==> src/rtl/sni_pkg.sv <==
package sni_pkg;

    // Byte classification codes
    typedef enum logic [1:0] {
        KIND_HDR   = 2'd0,
        KIND_HOST  = 2'd1,
        KIND_TRAIL = 2'd2
    } t_kind;

    // Verdict codes
    typedef enum logic [2:0] {
        ST_OK        = 3'd0,
        ST_SHORT_HDR = 3'd1,
        ST_OVER_MAX  = 3'd2,
        ST_TRUNC     = 3'd3,
        ST_BAD_HOST  = 3'd4
    } t_status;

    localparam int unsigned HDR_BYTES = 3;
    localparam int unsigned Q_DEPTH   = 2;
    localparam int unsigned Q_AW      = (Q_DEPTH > 1) ? $clog2(Q_DEPTH) : 1;

    // Classified byte passed from front end to back end
    typedef struct packed {
        t_kind      kind;
        logic [7:0] data;
        logic       last;
        logic       short_hdr;
        logic       over_max;
        logic       trunc;
        logic       zero_len;
        logic [7:0] ntype;
        logic [7:0] hlen;
    } t_cls;

endpackage

==> src/rtl/sni_stream_if.sv <==
interface sni_in_if;
    logic       valid;
    logic       ready;
    logic [7:0] data_byte;
    logic       last_byte;

    modport source (output valid, output data_byte, output last_byte, input ready);
    modport sink   (input valid, input data_byte, input last_byte, output ready);
endinterface

interface sni_out_if;
    logic       valid;
    logic       ready;
    logic [1:0] byte_kind;
    logic [7:0] host_char;
    logic       done_res;
    logic [2:0] status;
    logic [7:0] type_byte;
    logic [7:0] host_length;

    modport source (output valid, output byte_kind, output host_char, output done_res,
                    output status, output type_byte, output host_length, input ready);
    modport sink   (input valid, input byte_kind, input host_char, input done_res,
                    input status, input type_byte, input host_length, output ready);
endinterface

==> src/rtl/sni_fe.sv <==
module sni_fe
    import sni_pkg::*;
#(
    parameter int unsigned MAX_HOST_LEN = 253
) (
    input  logic      i_clk,
    input  logic      i_rst_n,
    sni_in_if.sink    i_in,
    input  logic      i_q_ready,
    output logic      o_push,
    output t_cls      o_cls
);

    logic [1:0]  r_pos, n_pos;
    logic [7:0]  r_type, n_type;
    logic [15:0] r_decl, n_decl;
    logic [15:0] r_seen, n_seen;
    t_kind       kind;

    assign i_in.ready = i_q_ready;
    assign o_push     = i_in.valid && i_q_ready;

    // Classify the byte and work out the header state it leaves
    always_comb begin
        n_pos  = r_pos;
        n_type = r_type;
        n_decl = r_decl;
        n_seen = r_seen;
        if (32'(r_pos) < HDR_BYTES) begin
            kind = KIND_HDR;
            case (r_pos)
                2'd0:    n_type = i_in.data_byte;
                2'd1:    n_decl = {i_in.data_byte, 8'h00};
                default: n_decl = {r_decl[15:8], i_in.data_byte};
            endcase
            n_pos = r_pos + 2'd1;
        end else if (r_seen < r_decl) begin
            kind   = KIND_HOST;
            n_seen = r_seen + 16'd1;
        end else begin
            kind = KIND_TRAIL;
        end
    end

    always_comb begin
        o_cls.kind      = kind;
        o_cls.data      = (kind == KIND_HOST) ? i_in.data_byte : 8'h00;
        o_cls.last      = i_in.last_byte;
        o_cls.short_hdr = 32'(n_pos) < HDR_BYTES;
        o_cls.over_max  = n_decl > 16'(MAX_HOST_LEN);
        o_cls.trunc     = n_seen < n_decl;
        o_cls.zero_len  = n_decl == 16'd0;
        o_cls.ntype     = n_type;
        o_cls.hlen      = n_decl[7:0];
    end

    // Advance on each transaction; drop all state at the end of an entry
    always_ff @(posedge i_clk) begin
        if (!i_rst_n) begin
            r_pos  <= '0;
            r_type <= '0;
            r_decl <= '0;
            r_seen <= '0;
        end else if (o_push) begin
            if (i_in.last_byte) begin
                r_pos  <= '0;
                r_type <= '0;
                r_decl <= '0;
                r_seen <= '0;
            end else begin
                r_pos  <= n_pos;
                r_type <= n_type;
                r_decl <= n_decl;
                r_seen <= n_seen;
            end
        end
    end

endmodule

==> src/rtl/sni_q.sv <==
module sni_q
    import sni_pkg::*;
(
    input  logic i_clk,
    input  logic i_rst_n,
    input  logic i_push,
    input  t_cls i_cls,
    output logic o_ready,
    input  logic i_pop,
    output logic o_valid,
    output t_cls o_cls
);

    t_cls          r_mem [Q_DEPTH];
    logic [Q_AW-1:0] r_wp, r_rp;
    logic [Q_AW:0]   r_cnt;
    logic          push, pop;

    assign o_ready = r_cnt != (Q_AW+1)'(Q_DEPTH);
    assign o_valid = r_cnt != '0;
    assign o_cls   = r_mem[r_rp];
    assign push    = i_push && o_ready;
    assign pop     = i_pop && o_valid;

    // Store entries
    always_ff @(posedge i_clk) begin
        if (push) begin
            r_mem[r_wp] <= i_cls;
        end
    end

    // Move pointers and fill count
    always_ff @(posedge i_clk) begin
        if (!i_rst_n) begin
            r_wp  <= '0;
            r_rp  <= '0;
            r_cnt <= '0;
        end else begin
            if (push) begin
                r_wp <= (r_wp == Q_AW'(Q_DEPTH-1)) ? '0 : r_wp + Q_AW'(1);
            end
            if (pop) begin
                r_rp <= (r_rp == Q_AW'(Q_DEPTH-1)) ? '0 : r_rp + Q_AW'(1);
            end
            case ({push, pop})
                2'b10:   r_cnt <= r_cnt + (Q_AW+1)'(1);
                2'b01:   r_cnt <= r_cnt - (Q_AW+1)'(1);
                default: r_cnt <= r_cnt;
            endcase
        end
    end

endmodule

==> src/rtl/sni_be.sv <==
module sni_be
    import sni_pkg::*;
(
    input  logic      i_clk,
    input  logic      i_rst_n,
    input  logic      i_q_valid,
    input  t_cls      i_cls,
    output logic      o_pop,
    sni_out_if.source o_out
);

    localparam logic [6:0] LABEL_MAX = 7'd63;
    localparam logic [6:0] LABEL_SAT = 7'd64;
    localparam logic [7:0] DOT_CHAR  = 8'h2E;
    localparam logic [7:0] HYPH_CHAR = 8'h2D;

    logic [6:0] r_lab, n_lab;
    logic       r_bad, n_bad;
    logic       r_dot, n_dot;

    logic       r_valid;
    t_kind      r_kind;
    logic [7:0] r_char;
    logic       r_done;
    t_status    r_status, n_status;
    logic [7:0] r_ntype;
    logic [7:0] r_hlen, n_hlen;

    logic       is_alnum, is_dot, is_hyph;

    assign o_pop    = i_q_valid && (!r_valid || o_out.ready);
    assign is_dot   = i_cls.data == DOT_CHAR;
    assign is_hyph  = i_cls.data == HYPH_CHAR;
    assign is_alnum = (i_cls.data inside {[8'h30:8'h39], [8'h41:8'h5A], [8'h61:8'h7A]});

    // Apply hostname rules to a host byte
    always_comb begin
        n_lab = r_lab;
        n_bad = r_bad;
        n_dot = r_dot;
        if (i_cls.kind == KIND_HOST) begin
            if (is_dot) begin
                if (r_lab == '0 || r_lab > LABEL_MAX) n_bad = 1'b1;
                n_lab = '0;
                n_dot = 1'b1;
            end else begin
                n_dot = 1'b0;
                if (!is_alnum && !is_hyph) n_bad = 1'b1;
                if (is_hyph && r_lab == '0) n_bad = 1'b1;
                if (r_lab < LABEL_SAT) n_lab = r_lab + 7'd1;
            end
        end
    end

    // Pick the verdict in priority order
    always_comb begin
        n_hlen = 8'h00;
        if (!i_cls.last) begin
            n_status = ST_OK;
        end else if (i_cls.short_hdr) begin
            n_status = ST_SHORT_HDR;
        end else if (i_cls.over_max) begin
            n_status = ST_OVER_MAX;
        end else if (i_cls.trunc) begin
            n_status = ST_TRUNC;
        end else if (i_cls.zero_len || n_bad || n_dot || n_lab == '0 || n_lab > LABEL_MAX) begin
            n_status = ST_BAD_HOST;
        end else begin
            n_status = ST_OK;
            n_hlen   = i_cls.hlen;
        end
    end

    // Hold label state; clear it at the end of an entry
    always_ff @(posedge i_clk) begin
        if (!i_rst_n) begin
            r_lab <= '0;
            r_bad <= 1'b0;
            r_dot <= 1'b0;
        end else if (o_pop) begin
            if (i_cls.last) begin
                r_lab <= '0;
                r_bad <= 1'b0;
                r_dot <= 1'b0;
            end else begin
                r_lab <= n_lab;
                r_bad <= n_bad;
                r_dot <= n_dot;
            end
        end
    end

    // Output register
    always_ff @(posedge i_clk) begin
        if (!i_rst_n) begin
            r_valid <= 1'b0;
        end else if (o_pop) begin
            r_valid <= 1'b1;
        end else if (o_out.ready) begin
            r_valid <= 1'b0;
        end
    end

    always_ff @(posedge i_clk) begin
        if (o_pop) begin
            r_kind   <= i_cls.kind;
            r_char   <= i_cls.data;
            r_done   <= i_cls.last;
            r_status <= n_status;
            r_ntype  <= i_cls.last ? i_cls.ntype : 8'h00;
            r_hlen   <= n_hlen;
        end
    end

    assign o_out.valid       = r_valid;
    assign o_out.byte_kind   = r_kind;
    assign o_out.host_char   = r_char;
    assign o_out.done_res    = r_done;
    assign o_out.status      = r_status;
    assign o_out.type_byte   = r_ntype;
    assign o_out.host_length = r_hlen;

    a_mid_clean: assert property (@(posedge i_clk) disable iff (!i_rst_n)
        r_valid && !r_done |-> r_status == ST_OK && r_ntype == 8'h00 && r_hlen == 8'h00)
        else $error("verdict fields set on a byte that does not end the entry");

    a_len_ok_only: assert property (@(posedge i_clk) disable iff (!i_rst_n)
        r_valid && r_status != ST_OK |-> r_hlen == 8'h00)
        else $error("host length reported with a failing verdict");

    a_char_host: assert property (@(posedge i_clk) disable iff (!i_rst_n)
        r_valid && r_kind != KIND_HOST |-> r_char == 8'h00)
        else $error("character passed on a non-host byte");

    a_state_clear: assert property (@(posedge i_clk) disable iff (!i_rst_n)
        o_pop && i_cls.last |=> r_lab == '0 && !r_bad && !r_dot)
        else $error("label state not cleared after entry end");

endmodule

==> src/rtl/sni_entry_parser_top.sv <==
// A result for a byte is written into the queue and then into the back end's output
// register, from which it is presented.
// Throughput: one byte per cycle when the output does not stall; a two-entry queue parts
// the header counter in the front end from the label checker in the back end.
// Reset: i_rst_n is synchronous, active low; it clears header and label state,
// empties the queue and drops the output valid. No clearing pass is needed.
module sni_entry_parser_top
    import sni_pkg::*;
#(
    parameter int unsigned MAX_HOST_LEN = 253
) (
    input  logic      i_clk,
    input  logic      i_rst_n,
    sni_in_if.sink    i_in,
    sni_out_if.source o_out
);

    logic q_ready, push, q_valid, pop;
    t_cls fe_cls, be_cls;

    sni_fe #(.MAX_HOST_LEN(MAX_HOST_LEN)) u_fe (
        .i_clk     (i_clk),
        .i_rst_n   (i_rst_n),
        .i_in      (i_in),
        .i_q_ready (q_ready),
        .o_push    (push),
        .o_cls     (fe_cls)
    );

    sni_q u_q (
        .i_clk   (i_clk),
        .i_rst_n (i_rst_n),
        .i_push  (push),
        .i_cls   (fe_cls),
        .o_ready (q_ready),
        .i_pop   (pop),
        .o_valid (q_valid),
        .o_cls   (be_cls)
    );

    sni_be u_be (
        .i_clk     (i_clk),
        .i_rst_n   (i_rst_n),
        .i_q_valid (q_valid),
        .i_cls     (be_cls),
        .o_pop     (pop),
        .o_out     (o_out)
    );

endmodule

==> src/flat_wrapper.sv <==
// flat-port wrapper written by rule: the top's interface ports become plain ports
module sni_entry_parser_top_flat import sni_pkg::*;
#(
    parameter int unsigned MAX_HOST_LEN = 253
)
  (i_clk, i_rst_n, i_in_valid, i_in_data_byte, i_in_last_byte, i_in_ready, o_out_valid, o_out_byte_kind, o_out_host_char, o_out_done_res, o_out_status, o_out_type_byte, o_out_host_length, o_out_ready);
  sni_in_if i_in_i ();
  sni_out_if o_out_i ();
  input  logic i_clk;
  input  logic i_rst_n;
  input wire logic [$bits(i_in_i.valid)-1:0] i_in_valid;
  input wire logic [$bits(i_in_i.data_byte)-1:0] i_in_data_byte;
  input wire logic [$bits(i_in_i.last_byte)-1:0] i_in_last_byte;
  output wire logic [$bits(i_in_i.ready)-1:0] i_in_ready;
  output wire logic [$bits(o_out_i.valid)-1:0] o_out_valid;
  output wire logic [$bits(o_out_i.byte_kind)-1:0] o_out_byte_kind;
  output wire logic [$bits(o_out_i.host_char)-1:0] o_out_host_char;
  output wire logic [$bits(o_out_i.done_res)-1:0] o_out_done_res;
  output wire logic [$bits(o_out_i.status)-1:0] o_out_status;
  output wire logic [$bits(o_out_i.type_byte)-1:0] o_out_type_byte;
  output wire logic [$bits(o_out_i.host_length)-1:0] o_out_host_length;
  input wire logic [$bits(o_out_i.ready)-1:0] o_out_ready;
  assign i_in_i.valid = i_in_valid;
  assign i_in_i.data_byte = i_in_data_byte;
  assign i_in_i.last_byte = i_in_last_byte;
  assign i_in_ready = i_in_i.ready;
  assign o_out_valid = o_out_i.valid;
  assign o_out_byte_kind = o_out_i.byte_kind;
  assign o_out_host_char = o_out_i.host_char;
  assign o_out_done_res = o_out_i.done_res;
  assign o_out_status = o_out_i.status;
  assign o_out_type_byte = o_out_i.type_byte;
  assign o_out_host_length = o_out_i.host_length;
  assign o_out_i.ready = o_out_ready;
  sni_entry_parser_top #(.MAX_HOST_LEN(MAX_HOST_LEN)) u_core (.i_clk(i_clk), .i_rst_n(i_rst_n), .i_in(i_in_i), .o_out(o_out_i));
endmodule
==> config.mk <==
export PLATFORM = sky130hd
export DESIGN_NAME = sni_entry_parser_top_flat
export DESIGN_NICKNAME = d
export VERILOG_FILES = /design/src/rtl/sni_pkg.sv /design/src/rtl/sni_stream_if.sv /design/src/rtl/sni_fe.sv /design/src/rtl/sni_q.sv /design/src/rtl/sni_be.sv /design/src/rtl/sni_entry_parser_top.sv /design/src/flat_wrapper.sv
export SDC_FILE = /design/constraint.sdc
export NUM_CORES = 1
export LEC_CHECK = 0
export BUFFER_PORTS_ARGS = -buffer_cell sky130_fd_sc_hd__buf_2
export CAP_MARGIN = 5
export CORE_MARGIN = 4
export CORE_UTILIZATION = 55
export CTS_BUF_LIST = sky130_fd_sc_hd__clkbuf_16
export DETAILED_ROUTE_END_ITERATION = 12
export GPL_TIMING_DRIVEN = 1
export PLACE_DENSITY = 0.71
export RECOVER_POWER = 100
export SYNTH_ARGS = -nofsm -noshare
export SYNTH_HDL_FRONTEND = slang
export SYNTH_SLANG_ARGS = --single-unit
==> constraint.sdc <==
create_clock -name i_clk -period 6.6 [get_ports i_clk]
set_clock_uncertainty 0.05 [all_clocks]
set_input_delay 1.32 -clock i_clk [delete_from_list [all_inputs] [get_ports i_clk]]
set_output_delay 1.32 -clock i_clk [all_outputs]
set_load 0.02 [all_outputs]
==> key figures, run 1 <==
Timing
  – Min Tclk post-route: 5250 ps
  – Worst slew margin: -0.742
  – RSZ-0062 raised after global routing: no
  – Setup TNS: 0 ps
  – Hold WS: 427 ps
  – Final Max Tran Viols: 161
  – Slew @ Worst Pin: 2610 ps
  – Final Cycle Share: 0.796
  – Fmax achieved: 190 MHz
  – Final Worst Setup Slack: 1350 ps
  – Final number of setup-violating endpoints: 0
  – Final Hold Fails: 0

Die
  – Number of core rows: 42
  – Die X: 126 microns
  – Core Area: 13400 sq um
  – Die H: 126 microns
  – Die area: 15800 sq um
  – Initial Util: 0.569
  – # IOs: 45

Min path
  – Hold Path Cell Cnt: 2
  – Hold/Removal Path Class: register to register
  – Hold_sp: u_core.u_be.r_lab[5]$_SDFFE_PN0P_
  – Hold endpoint: u_core.u_be.r_lab[5]$_SDFFE_PN0P_

CTS
  – Worst-path clk slew: 60 ps
  – CTS tree: built
  – Postcts setup bufs: 0
  – Post-cts repair resize count: 0
  – Hold buffer count at CTS: 0
  – H-tree levels: 4
  – Sink Count: 149
  – Worst skew pair latency: 420 ps
  – Root buffer cell: clkbuf_16
  – Number of CTS-inserted buffers: 17
  – Longest Clk Path Bufs: 2

Logic synthesis
  – Register area share after synthesis: 0.512
  – Syn avg cell area: 10.4 sq um
  – Post-synth EDFFs: 92
  – Synth Flop Type: edfxtp_1
  – Synth Register Bits: 149
  – Post-Syn Instances: 734
  – Ys async rst share: 0
  – Yosys cell types: 67
  – Post-synth top area share: 0.363
  – Mapped Nets: 781
  – Dominant cell type by area after synthesis: edfxtp_1
  – Top cells by area, synth: edfxtp_1 (36%), dfxtp_1 (15%), ha_1 (5.6%)
  – Yosys warnings: 0
  – Mapped Area: 7620 sq um

Final layout
  – Most frequent cells in the layout: edfxtp_1 (92), nor2_1 (80), dfxtp_1 (56)
  – Final core occ: 0.631
  – Area Growth Syn to Fin: 11.0%
  – Share of layout cells above drive strength 1: 0.0716
  – NumNets Final: 816
  – Filler cell count: 1110
  – Final non-filler cell total: 958
  – Most common cell after layout, fill and taps aside: edfxtp_1
  – Sequential Area: 3910 sq um
  – Antenna diode count: 0
  – Area of the multi-input gates: 3400 sq um

Worst setup path
  – Worst path bufs/invs: 1
  – Reg2Reg Setup Slack: 1350 ps
  – Critical Path RT: 6650 ps
  – Setup CP Type: register to register
  – Crit Reg-Reg Endpoint: u_core.u_be.o_out.host_length[6]$_SDFFCE_PP0P_
  – CP arrival: 5300 ps
  – Crit-path cells: clkbuf_1 > mux2i_1 > or2_2 > o2bb2ai_1 > a31o_2 > a221oi_1 > nor4b_1
  – Worst R2R Path Depth: 7
  – Critical-path top delay cell: clkbuf_1
  – Max incr delay on CP: 1850 ps
  – CP delay by family, top: buffers and inverters
  – Worst setup SP type: register
  – Endpoint class of the critical path: register
  – Crit path max fanout: 51

Drt
  – 1st-iter DRT viols: 601
  – Routed length per instance: 18.7 microns
  – Vias per cell: 6.23
  – ANT nets after route: 0
  – # DRC: 0
  – Routed wire length: 17900 microns
  – Vias: 5972
  – Drt pass-1 iters: 5

Pwr
  – PD cells: 340 nW/um^2
  – P_leak: 3.00 nW
  – VDD IR-drop max: 0.000195 V

Placed design
  – GP Congestion: 0.958
  – DPL Wire Length: 12600 microns
  – Input/output buffers: 44
  – Placed cell count: 926
  – Dpl ws: 2160 ps

GRT
  – Global router's overall resource usage: 0.229
  – First-pass GRT wire length: 28800 microns
  – Initial antenna violation count: 0
  – Pin count of the biggest net entering global routing: 52
  – Overflow after GRT: 0
  – Number of global-route vias before repair: 5577

Run status
  – Failing checks: capacitance limit, slew limit
  – Run status: finished, violations left

Flow run
  – Max capacitance violation total: 4
kinds of logic (layout without fill, tap and decap cells):
family,Yosys count,count (layout),synth area share
simple gates,255,255,0.171
compound gates,160,160,0.146
xor+xnor,20,20,0.0230
mux,38,38,0.0526
fa+ha+maj,34,34,0.0558
flops,149,149,0.512
buf+inv,78,126,0.0389
cells in the mapped netlist, types with 4 or more instances:
cell type / count
nor4b_1: 9
nand2_1: 45
a21o_1: 5
a21oi_1: 37
and4_1: 4
nand3_1: 20
edfxtp_1: 92
nor2_1: 81
inv_1: 41
nor2b_1: 5
nand2b_1: 10
xnor2_1: 16
dfxtp_1: 57
o31ai_1: 6
nor3_1: 13
o211ai_1: 5
nand4_1: 16
xor2_1: 4
and3_1: 7
nor4_1: 8
clkbuf_1: 31
or3_1: 7
a211oi_1: 9
and2_1: 14
mux2i_1: 22
o21ai_0: 23
a211o_1: 4
mux2_2: 16
a22oi_1: 26
or4_1: 4
a31oi_1: 10
ha_1: 34
stage by stage:
stage | cell area, sq um | power, W
after floorplan | 7620 | 0.00178
after global placement | 7990 | 0.00199
after detailed placement | 7990 | 0.00201
after CTS | 8540 | 0.00292
after global routing | 8450 | 0.00302
final | 8450 | 0.00287
registers in the layout (all words and copies together), names as in the netlist, named ones only:
| name | flops |
|---|---|
| u_core.u_fe.r_seen | 16 |
| u_core.u_fe.r_decl | 16 |
| u_core.u_be.o_out.status | 3 |
| u_core.u_be.o_out.host_length | 8 |
| u_core.u_be.r_lab | 7 |
| u_core.u_q.r_rp | 1 |
| u_core.u_q.r_wp | 1 |
| u_core.u_be.o_out.host_char | 8 |
| u_core.u_be.o_out.valid | 1 |
| u_core.u_be.r_bad | 1 |
| u_core.u_be.o_out.type_byte | 8 |
| u_core.u_be.o_out.done_res | 1 |
| u_core.u_fe.r_pos | 2 |
| u_core.u_q.r_cnt | 2 |
| u_core.u_q.r_mem | 62 |
| u_core.u_fe.r_type | 8 |
| u_core.u_be.r_dot | 1 |
| u_core.u_be.o_out.byte_kind | 2 |
per-layer routing:
metal	global-route usage	wire [microns]
met5	0	0
met4	0.100	493
met3	0.0601	1230
met2	0.374	8680
met1	0.289	7510
final cells by class:
type                       instances  area share
tap                              176      0.0261
clock buffer                      17      0.0503
timing repair buffer              53      0.0259
clock inverter                    15      0.0149
multi-input combinational        507       0.403
sequential                       149       0.462
inverter                          41      0.0182
worst max-delay path by stage:
stage	start	endpoint	slack (ps)	cells after the start
after floorplan	i_in_valid	u_core.u_q.r_mem[0][0]$_DFFE_PP_	2800	5
after global placement	u_core.u_fe.r_seen[11]$_SDFFE_PN0P_	u_core.u_q.r_mem[0][17]$_DFFE_PP_	2460	13
after detailed placement	u_core.u_fe.r_seen[11]$_SDFFE_PN0P_	u_core.u_q.r_mem[1][17]$_DFFE_PP_	2160	13
after CTS	u_core.u_fe.r_seen[11]$_SDFFE_PN0P_	u_core.u_q.r_mem[1][17]$_DFFE_PP_	2130	13
after global routing	register	u_core.u_be.o_out.host_length[6]$_SDFFCE_PP0P_	870	7
final	register	u_core.u_be.o_out.host_length[6]$_SDFFCE_PP0P_	1350	7
report_power, final:
part | switching (W) | internal, W | total (W)
clock | 0.000390 | 0.000520 | 0.000909
sequential | 0.0000674 | 0.00121 | 0.00128
combinational | 0.000484 | 0.000197 | 0.000681
total | 0.000941 | 0.00193 | 0.00287
tightest hold or removal path: cells and delay by family (launching register included):
family | cells | cell delay [ps]
compound gates | 1 | 50
simple gates | 1 | 60
flops | 1 | 320
(Power assumes the default switching activity.)
==> inputs of run 2 (changes only) <==
==> constraint.sdc (replaced) <==
create_clock -name i_clk -period 5.2 [get_ports i_clk]
set_clock_uncertainty 0.05 [all_clocks]
set_input_delay 1.04 -clock i_clk [delete_from_list [all_inputs] [get_ports i_clk]]
set_output_delay 1.04 -clock i_clk [all_outputs]
set_load 0.02 [all_outputs]
==> key figures, run 2 (synthesized netlist as in run 1, its figures left out) <==
Worst setup path
  – Crit-path cells: clkbuf_1 > o21ai_0 > a31oi_1 > o21ai_0 > a31o_2 > a221oi_4 > nor4b_1
  – Critical-path top delay cell: clkbuf_1
  – Critical Path RT: 5280 ps
  – Max incr delay on CP: 1600 ps
  – CP arrival: 4420 ps
  – Worst setup SP type: register
  – Crit path max fanout: 39
  – Endpoint class of the critical path: register
  – Worst path bufs/invs: 1
  – CP delay by family, top: compound AO/OA/AOI/OAI gates
  – Most frequent CP cell: o21ai_0
  – Setup CP Type: register to register

Timing
  – Setup TNS: 0 ps
  – Final Worst Setup Slack: 857 ps
  – Final number of setup-violating endpoints: 0
  – Fmax achieved: 230 MHz
  – Final Cycle Share: 0.835
  – Min Tclk post-route: 4340 ps
  – Slew @ Worst Pin: 2160 ps
  – Worst slew margin: -0.440
  – Final Hold Fails: 0
  – Final Max Tran Viols: 139
  – RSZ-0062 raised after global routing: no

CTS
  – Root buffer cell: clkbuf_16
  – H-tree levels: 4
  – Worst-path clk slew: 60 ps
  – Number of CTS-inserted buffers: 17
  – Hold buffer count at CTS: 0
  – Sink Count: 149
  – Worst skew pair latency: 420 ps
  – Postcts setup bufs: 0
  – Post-cts repair resize count: 0
  – CTS tree: built
  – Longest Clk Path Bufs: 2

Final layout
  – Final core occ: 0.632
  – Share of layout cells above drive strength 1: 0.0741
  – Largest registers: u_core.u_q.r_mem x62, u_core.u_fe.r_decl x16, u_core.u_fe.r_seen x16
  – Area of the multi-input gates: 3420 sq um
  – Most flops, register: u_core.u_q.r_mem
  – Most common cell after layout, fill and taps aside: edfxtp_1
  – Most frequent cells in the layout: edfxtp_1 (92), nor2_1 (80), dfxtp_1 (57)
  – Antenna diode count: 0
  – Sequential Area: 3900 sq um
  – Area Growth Syn to Fin: 11.1%
  – Max reg flops: 62
  – NumNets Final: 818
  – Filler cell count: 1096

GRT
  – Gr busiest metal: met2
  – Initial antenna violation count: 0
  – Routing usage on met2: 0.399
  – Global router's overall resource usage: 0.234
  – First-pass GRT wire length: 29400 microns
  – M1 GR Usage: 0.294
  – Number of global-route vias before repair: 5729
  – Met3 Use GR: 0.0504
  – Pin count of the biggest net entering global routing: 40
  – Overflow after GRT: 0

Drt
  – 1st-iter DRT viols: 595
  – Vias: 5928
  – Drt pass-1 iters: 6
  – Routed wire length: 18200 microns
  – ANT nets after route: 0
  – Vias per cell: 6.18
  – Routed length per instance: 18.9 microns
  – # DRC: 0

Run status
  – Run status: finished, violations left
  – Failing checks: capacitance limit, slew limit

Pwr
  – Int Pwr: 0.00244 W
  – PD cells: 429 nW/um^2
  – Sequential Power Share: 0.452
  – Clock Power Share: 0.309
  – Switching share of power: 0.328
  – Combinational share of power: 0.239
  – P_leak: 2.98 nW
  – P_sw: 0.00119 W
  – Power, Total: 0.00363 W
  – VDD IR-drop max: 0.000303 V

Placed design
  – DPL Wire Length: 12900 microns
  – GP Congestion: 0.933
  – Dpl ws: 1230 ps
  – Input/output buffers: 44

Die
  – Die area: 15800 sq um
  – Die X: 126 microns
  – Initial Util: 0.569
  – Core Area: 13400 sq um
  – Number of core rows: 42
  – # IOs: 45
  – Die H: 126 microns

Flow run
  – Max capacitance violation total: 4

Min path
  – Hold/Removal Path Class: register to register
## run 2: cell count changes in the layout (fill, tap and decap cells not counted), sizes merged
cell,previous run,this run
inv,48,44
clkinvlp,1,5
clkinv,6,5
clkbuf,58,60
## run 2: power groups by stage
stage / Clock, W / Combinational [W] / Sequential [W]
detailed placement: 0 / 0.000902 / 0.00165
floorplan: 0 / 0.000486 / 0.00178
global route: 0.00120 / 0.000944 / 0.00167
finish: 0.00112 / 0.000869 / 0.00164
CTS: 0.00114 / 0.000911 / 0.00163
global placement: 0 / 0.000889 / 0.00164
## run 2: worst paths after layout
path                                                        start                                             end  slack [ps]  depth (start not counted)
worst max-delay path                                     register  u_core.u_be.o_out.host_length[1]$_SDFFCE_PP0P_         860                          7
worst min-delay path            u_core.u_be.r_lab[5]$_SDFFE_PN0P_               u_core.u_be.r_lab[5]$_SDFFE_PN0P_         440                          2
worst max register to register                           register  u_core.u_be.o_out.host_length[1]$_SDFFCE_PP0P_         860                          7
worst min register to register  u_core.u_be.r_lab[5]$_SDFFE_PN0P_               u_core.u_be.r_lab[5]$_SDFFE_PN0P_         440                          2
## run 2: layer usage
layer	up-vias	wire (microns)
met2	209	9090
met5	-	0
met4	0	406
li1	2818	-
met3	41	1030
met1	2860	7640
## run 2: area by class of cell
class | instances | share of cell area
well taps | 176 | 0.0260
clock inverters | 14 | 0.0134
repair buffers | 55 | 0.0270
multi-input cells | 507 | 0.404
clock buffers | 17 | 0.0502
flip-flops and latches | 149 | 0.461
inverters | 41 | 0.0182
## run 2: tightest hold or removal path, cell delays in order (launching register included)
cell and delay [ps]:
dfxtp_1 330, nand2_1 60, a21oi_1 50
## run 2: through the flow
stage / hold slack [ps] / cell area [sq um] / cells
after CTS: 433 / 8540 / 959
final: 438 / 8470 / 959
after global routing: 451 / 8470 / 959
after detailed placement: 420 / 8000 / 928
after global placement: 410 / 8000 / 928
after floorplan: 395 / 7620 / 734
==> inputs of run 3 (changes only) <==
==> constraint.sdc (replaced) <==
create_clock -name i_clk -period 4.2 [get_ports i_clk]
set_clock_uncertainty 0.05 [all_clocks]
set_input_delay 0.84 -clock i_clk [delete_from_list [all_inputs] [get_ports i_clk]]
set_output_delay 0.84 -clock i_clk [all_outputs]
set_load 0.02 [all_outputs]
==> key figures, run 3 (synthesized netlist as in run 1, its figures left out) <==
Die
  – Die H: 126 microns
  – Number of core rows: 42
  – Core Area: 13400 sq um
  – Die X: 126 microns
  – Initial Util: 0.569
  – Die area: 15800 sq um
  – # IOs: 45

Drt
  – Routed length per instance: 18.7 microns
  – 1st-iter DRT viols: 646
  – ANT nets after route: 0
  – Vias per cell: 6.22
  – # DRC: 0
  – Routed wire length: 18000 microns
  – Vias: 5989
  – Drt pass-1 iters: 5

Worst setup path
  – Critical path origin: u_core.u_fe.r_seen[9]$_SDFFE_PN0P_
  – Reg2Reg Setup Slack: 290 ps
  – Setup CP Type: register to register
  – CP arrival: 4090 ps
  – Crit Reg-Reg Endpoint: u_core.u_q.r_mem[1][17]$_DFFE_PP_
  – Worst setup SP type: register
  – Endpoint class of the critical path: register
  – Crit path max fanout: 8
  – Crit path to: u_core.u_q.r_mem[1][17]$_DFFE_PP_
  – Reg-to-Reg Start: u_core.u_fe.r_seen[9]$_SDFFE_PN0P_
  – Critical Path RT: 4380 ps
  – Worst R2R Path Depth: 14

Final layout
  – Filler cell count: 1108
  – Most flops, register: u_core.u_q.r_mem
  – Post-route cell area: 8460 sq um
  – Antenna diode count: 0
  – Max reg flops: 62
  – Most frequent cells in the layout: edfxtp_1 (92), nor2_1 (80), dfxtp_1 (56)
  – NumNets Final: 821
  – Area Growth Syn to Fin: 11.1%
  – Most common cell after layout, fill and taps aside: edfxtp_1
  – Largest registers: u_core.u_q.r_mem x62, u_core.u_fe.r_decl x16, u_core.u_fe.r_seen x16
  – Share of layout cells above drive strength 1: 0.0762

CTS
  – Worst-path clk slew: 60 ps
  – Longest Clk Path Bufs: 2
  – Number of CTS-inserted buffers: 17
  – CTS tree: built
  – H-tree levels: 4
  – Sink Count: 149
  – Worst skew pair latency: 420 ps
  – Root buffer cell: clkbuf_16

GRT
  – Number of global-route vias before repair: 5775
  – First-pass GRT wire length: 29100 microns
  – Overflow after GRT: 0
  – Pin count of the biggest net entering global routing: 35
  – Initial antenna violation count: 0
  – Global router's overall resource usage: 0.230

Run status
  – Run status: finished, violations left
  – Failing checks: capacitance limit, slew limit

Min path
  – Hold/Removal Path Class: register to register

Pwr
  – PD cells: 522 nW/um^2
  – VDD IR-drop max: 0.000295 V
  – Power, Total: 0.00442 W
  – P_leak: 3.01 nW

Timing
  – Min Tclk post-route: 3910 ps
  – RSZ-0062 raised after global routing: no
  – Final Cycle Share: 0.931
  – Final number of setup-violating endpoints: 0
  – Worst slew margin: -0.309
  – Final Max Tran Viols: 67
  – Fmax achieved: 256 MHz
  – Setup TNS: 0 ps
  – Slew @ Worst Pin: 1960 ps
  – Final Hold Fails: 0

Placed design
  – GP Congestion: 0.958
  – DPL Wire Length: 12700 microns
  – Placed cell area: 8030 sq um
  – Input/output buffers: 44

Flow run
  – Max capacitance violation total: 2
[run 3: cell types whose count changed in the layout (fill, tap and decap cells not counted), moves of 2 or more]
cell        delta
clkbuf_1       -2
clkinvlp_4     -2
clkinv_1       +3
inv_6          -2
buf_4          +3
clkinv_2       +2
[run 3: metrics by stage]
| step | cells | util | hold slack [ps] | worst slack [ps] |
|---|---|---|---|---|
| final | 963 | 0.632 | 438 | 290 |
| after global routing | 963 | 0.632 | 456 | 71.2 |
| after CTS | 963 | 0.638 | 435 | 229 |
| after detailed placement | 931 | 0.599 | 427 | 271 |
| after global placement | 931 | 0.599 | 411 | 369 |
| after floorplan | 734 | - | 395 | 451 |
[run 3: worst max-delay path, cell delays in order, from the launching register on]
cell      delay (ps)
dfxtp_1          460
ha_1             300
a21o_1           190
a221o_1          370
a211o_1          330
or3_1            440
nor2_1           170
xor2_1            80
ha_1             190
a21o_1           150
a21o_1           170
a211oi_1         240
o21bai_1         100
a21o_1           180
a211oi_1         280
[run 3: worst min path at each step]
stage / from / endpoint / slack (ps) / depth (start not counted)
floorplan: u_core.u_be.r_lab[5]$_SDFFE_PN0P_ / u_core.u_be.r_lab[5]$_SDFFE_PN0P_ / 400 / 2
global placement: u_core.u_be.r_lab[5]$_SDFFE_PN0P_ / u_core.u_be.r_lab[5]$_SDFFE_PN0P_ / 410 / 2
detailed placement: u_core.u_be.r_dot$_SDFFE_PN0P_ / u_core.u_be.r_dot$_SDFFE_PN0P_ / 430 / 2
CTS: u_core.u_be.r_dot$_SDFFE_PN0P_ / u_core.u_be.r_dot$_SDFFE_PN0P_ / 440 / 2
global route: u_core.u_be.r_dot$_SDFFE_PN0P_ / u_core.u_be.r_dot$_SDFFE_PN0P_ / 460 / 2
finish: u_core.u_be.r_dot$_SDFFE_PN0P_ / u_core.u_be.r_dot$_SDFFE_PN0P_ / 440 / 2
[run 3: cell type report]
type                       count  area [sq um]  area share
sequential                   149          3910       0.461
multi-input combinational    507          3410       0.403
clock buffer                  18           450      0.0532
timing repair buffer          58           254      0.0300
tap                          176           220      0.0260
inverter                      41           154      0.0182
clock inverter                14          71.3     0.00843
[run 3: report_power, final]
| group | switching [W] | internal [W] | total (W) |
|---|---|---|---|
| logic | 0.000748 | 0.000303 | 0.00105 |
| registers | 0.000124 | 0.00191 | 0.00203 |
| clock network | 0.000568 | 0.000770 | 0.00134 |
[run 3: metal layers]
layer | track usage | part of all wire
met4 | 0.0899 | 0.024
met5 | 0 | 0
met2 | 0.390 | 0.49
met1 | 0.291 | 0.42
met3 | 0.0466 | 0.063
[run 3: what timing repair did]
action / 4_1_cts / 5_1_grt
endpoints found under the setup margin: 0 / 2
endpoints found under the hold margin: 0 / 0
gates resized for setup: 0 / 1
hold buffers: 0 / 0
buffers inserted: 0 / 0
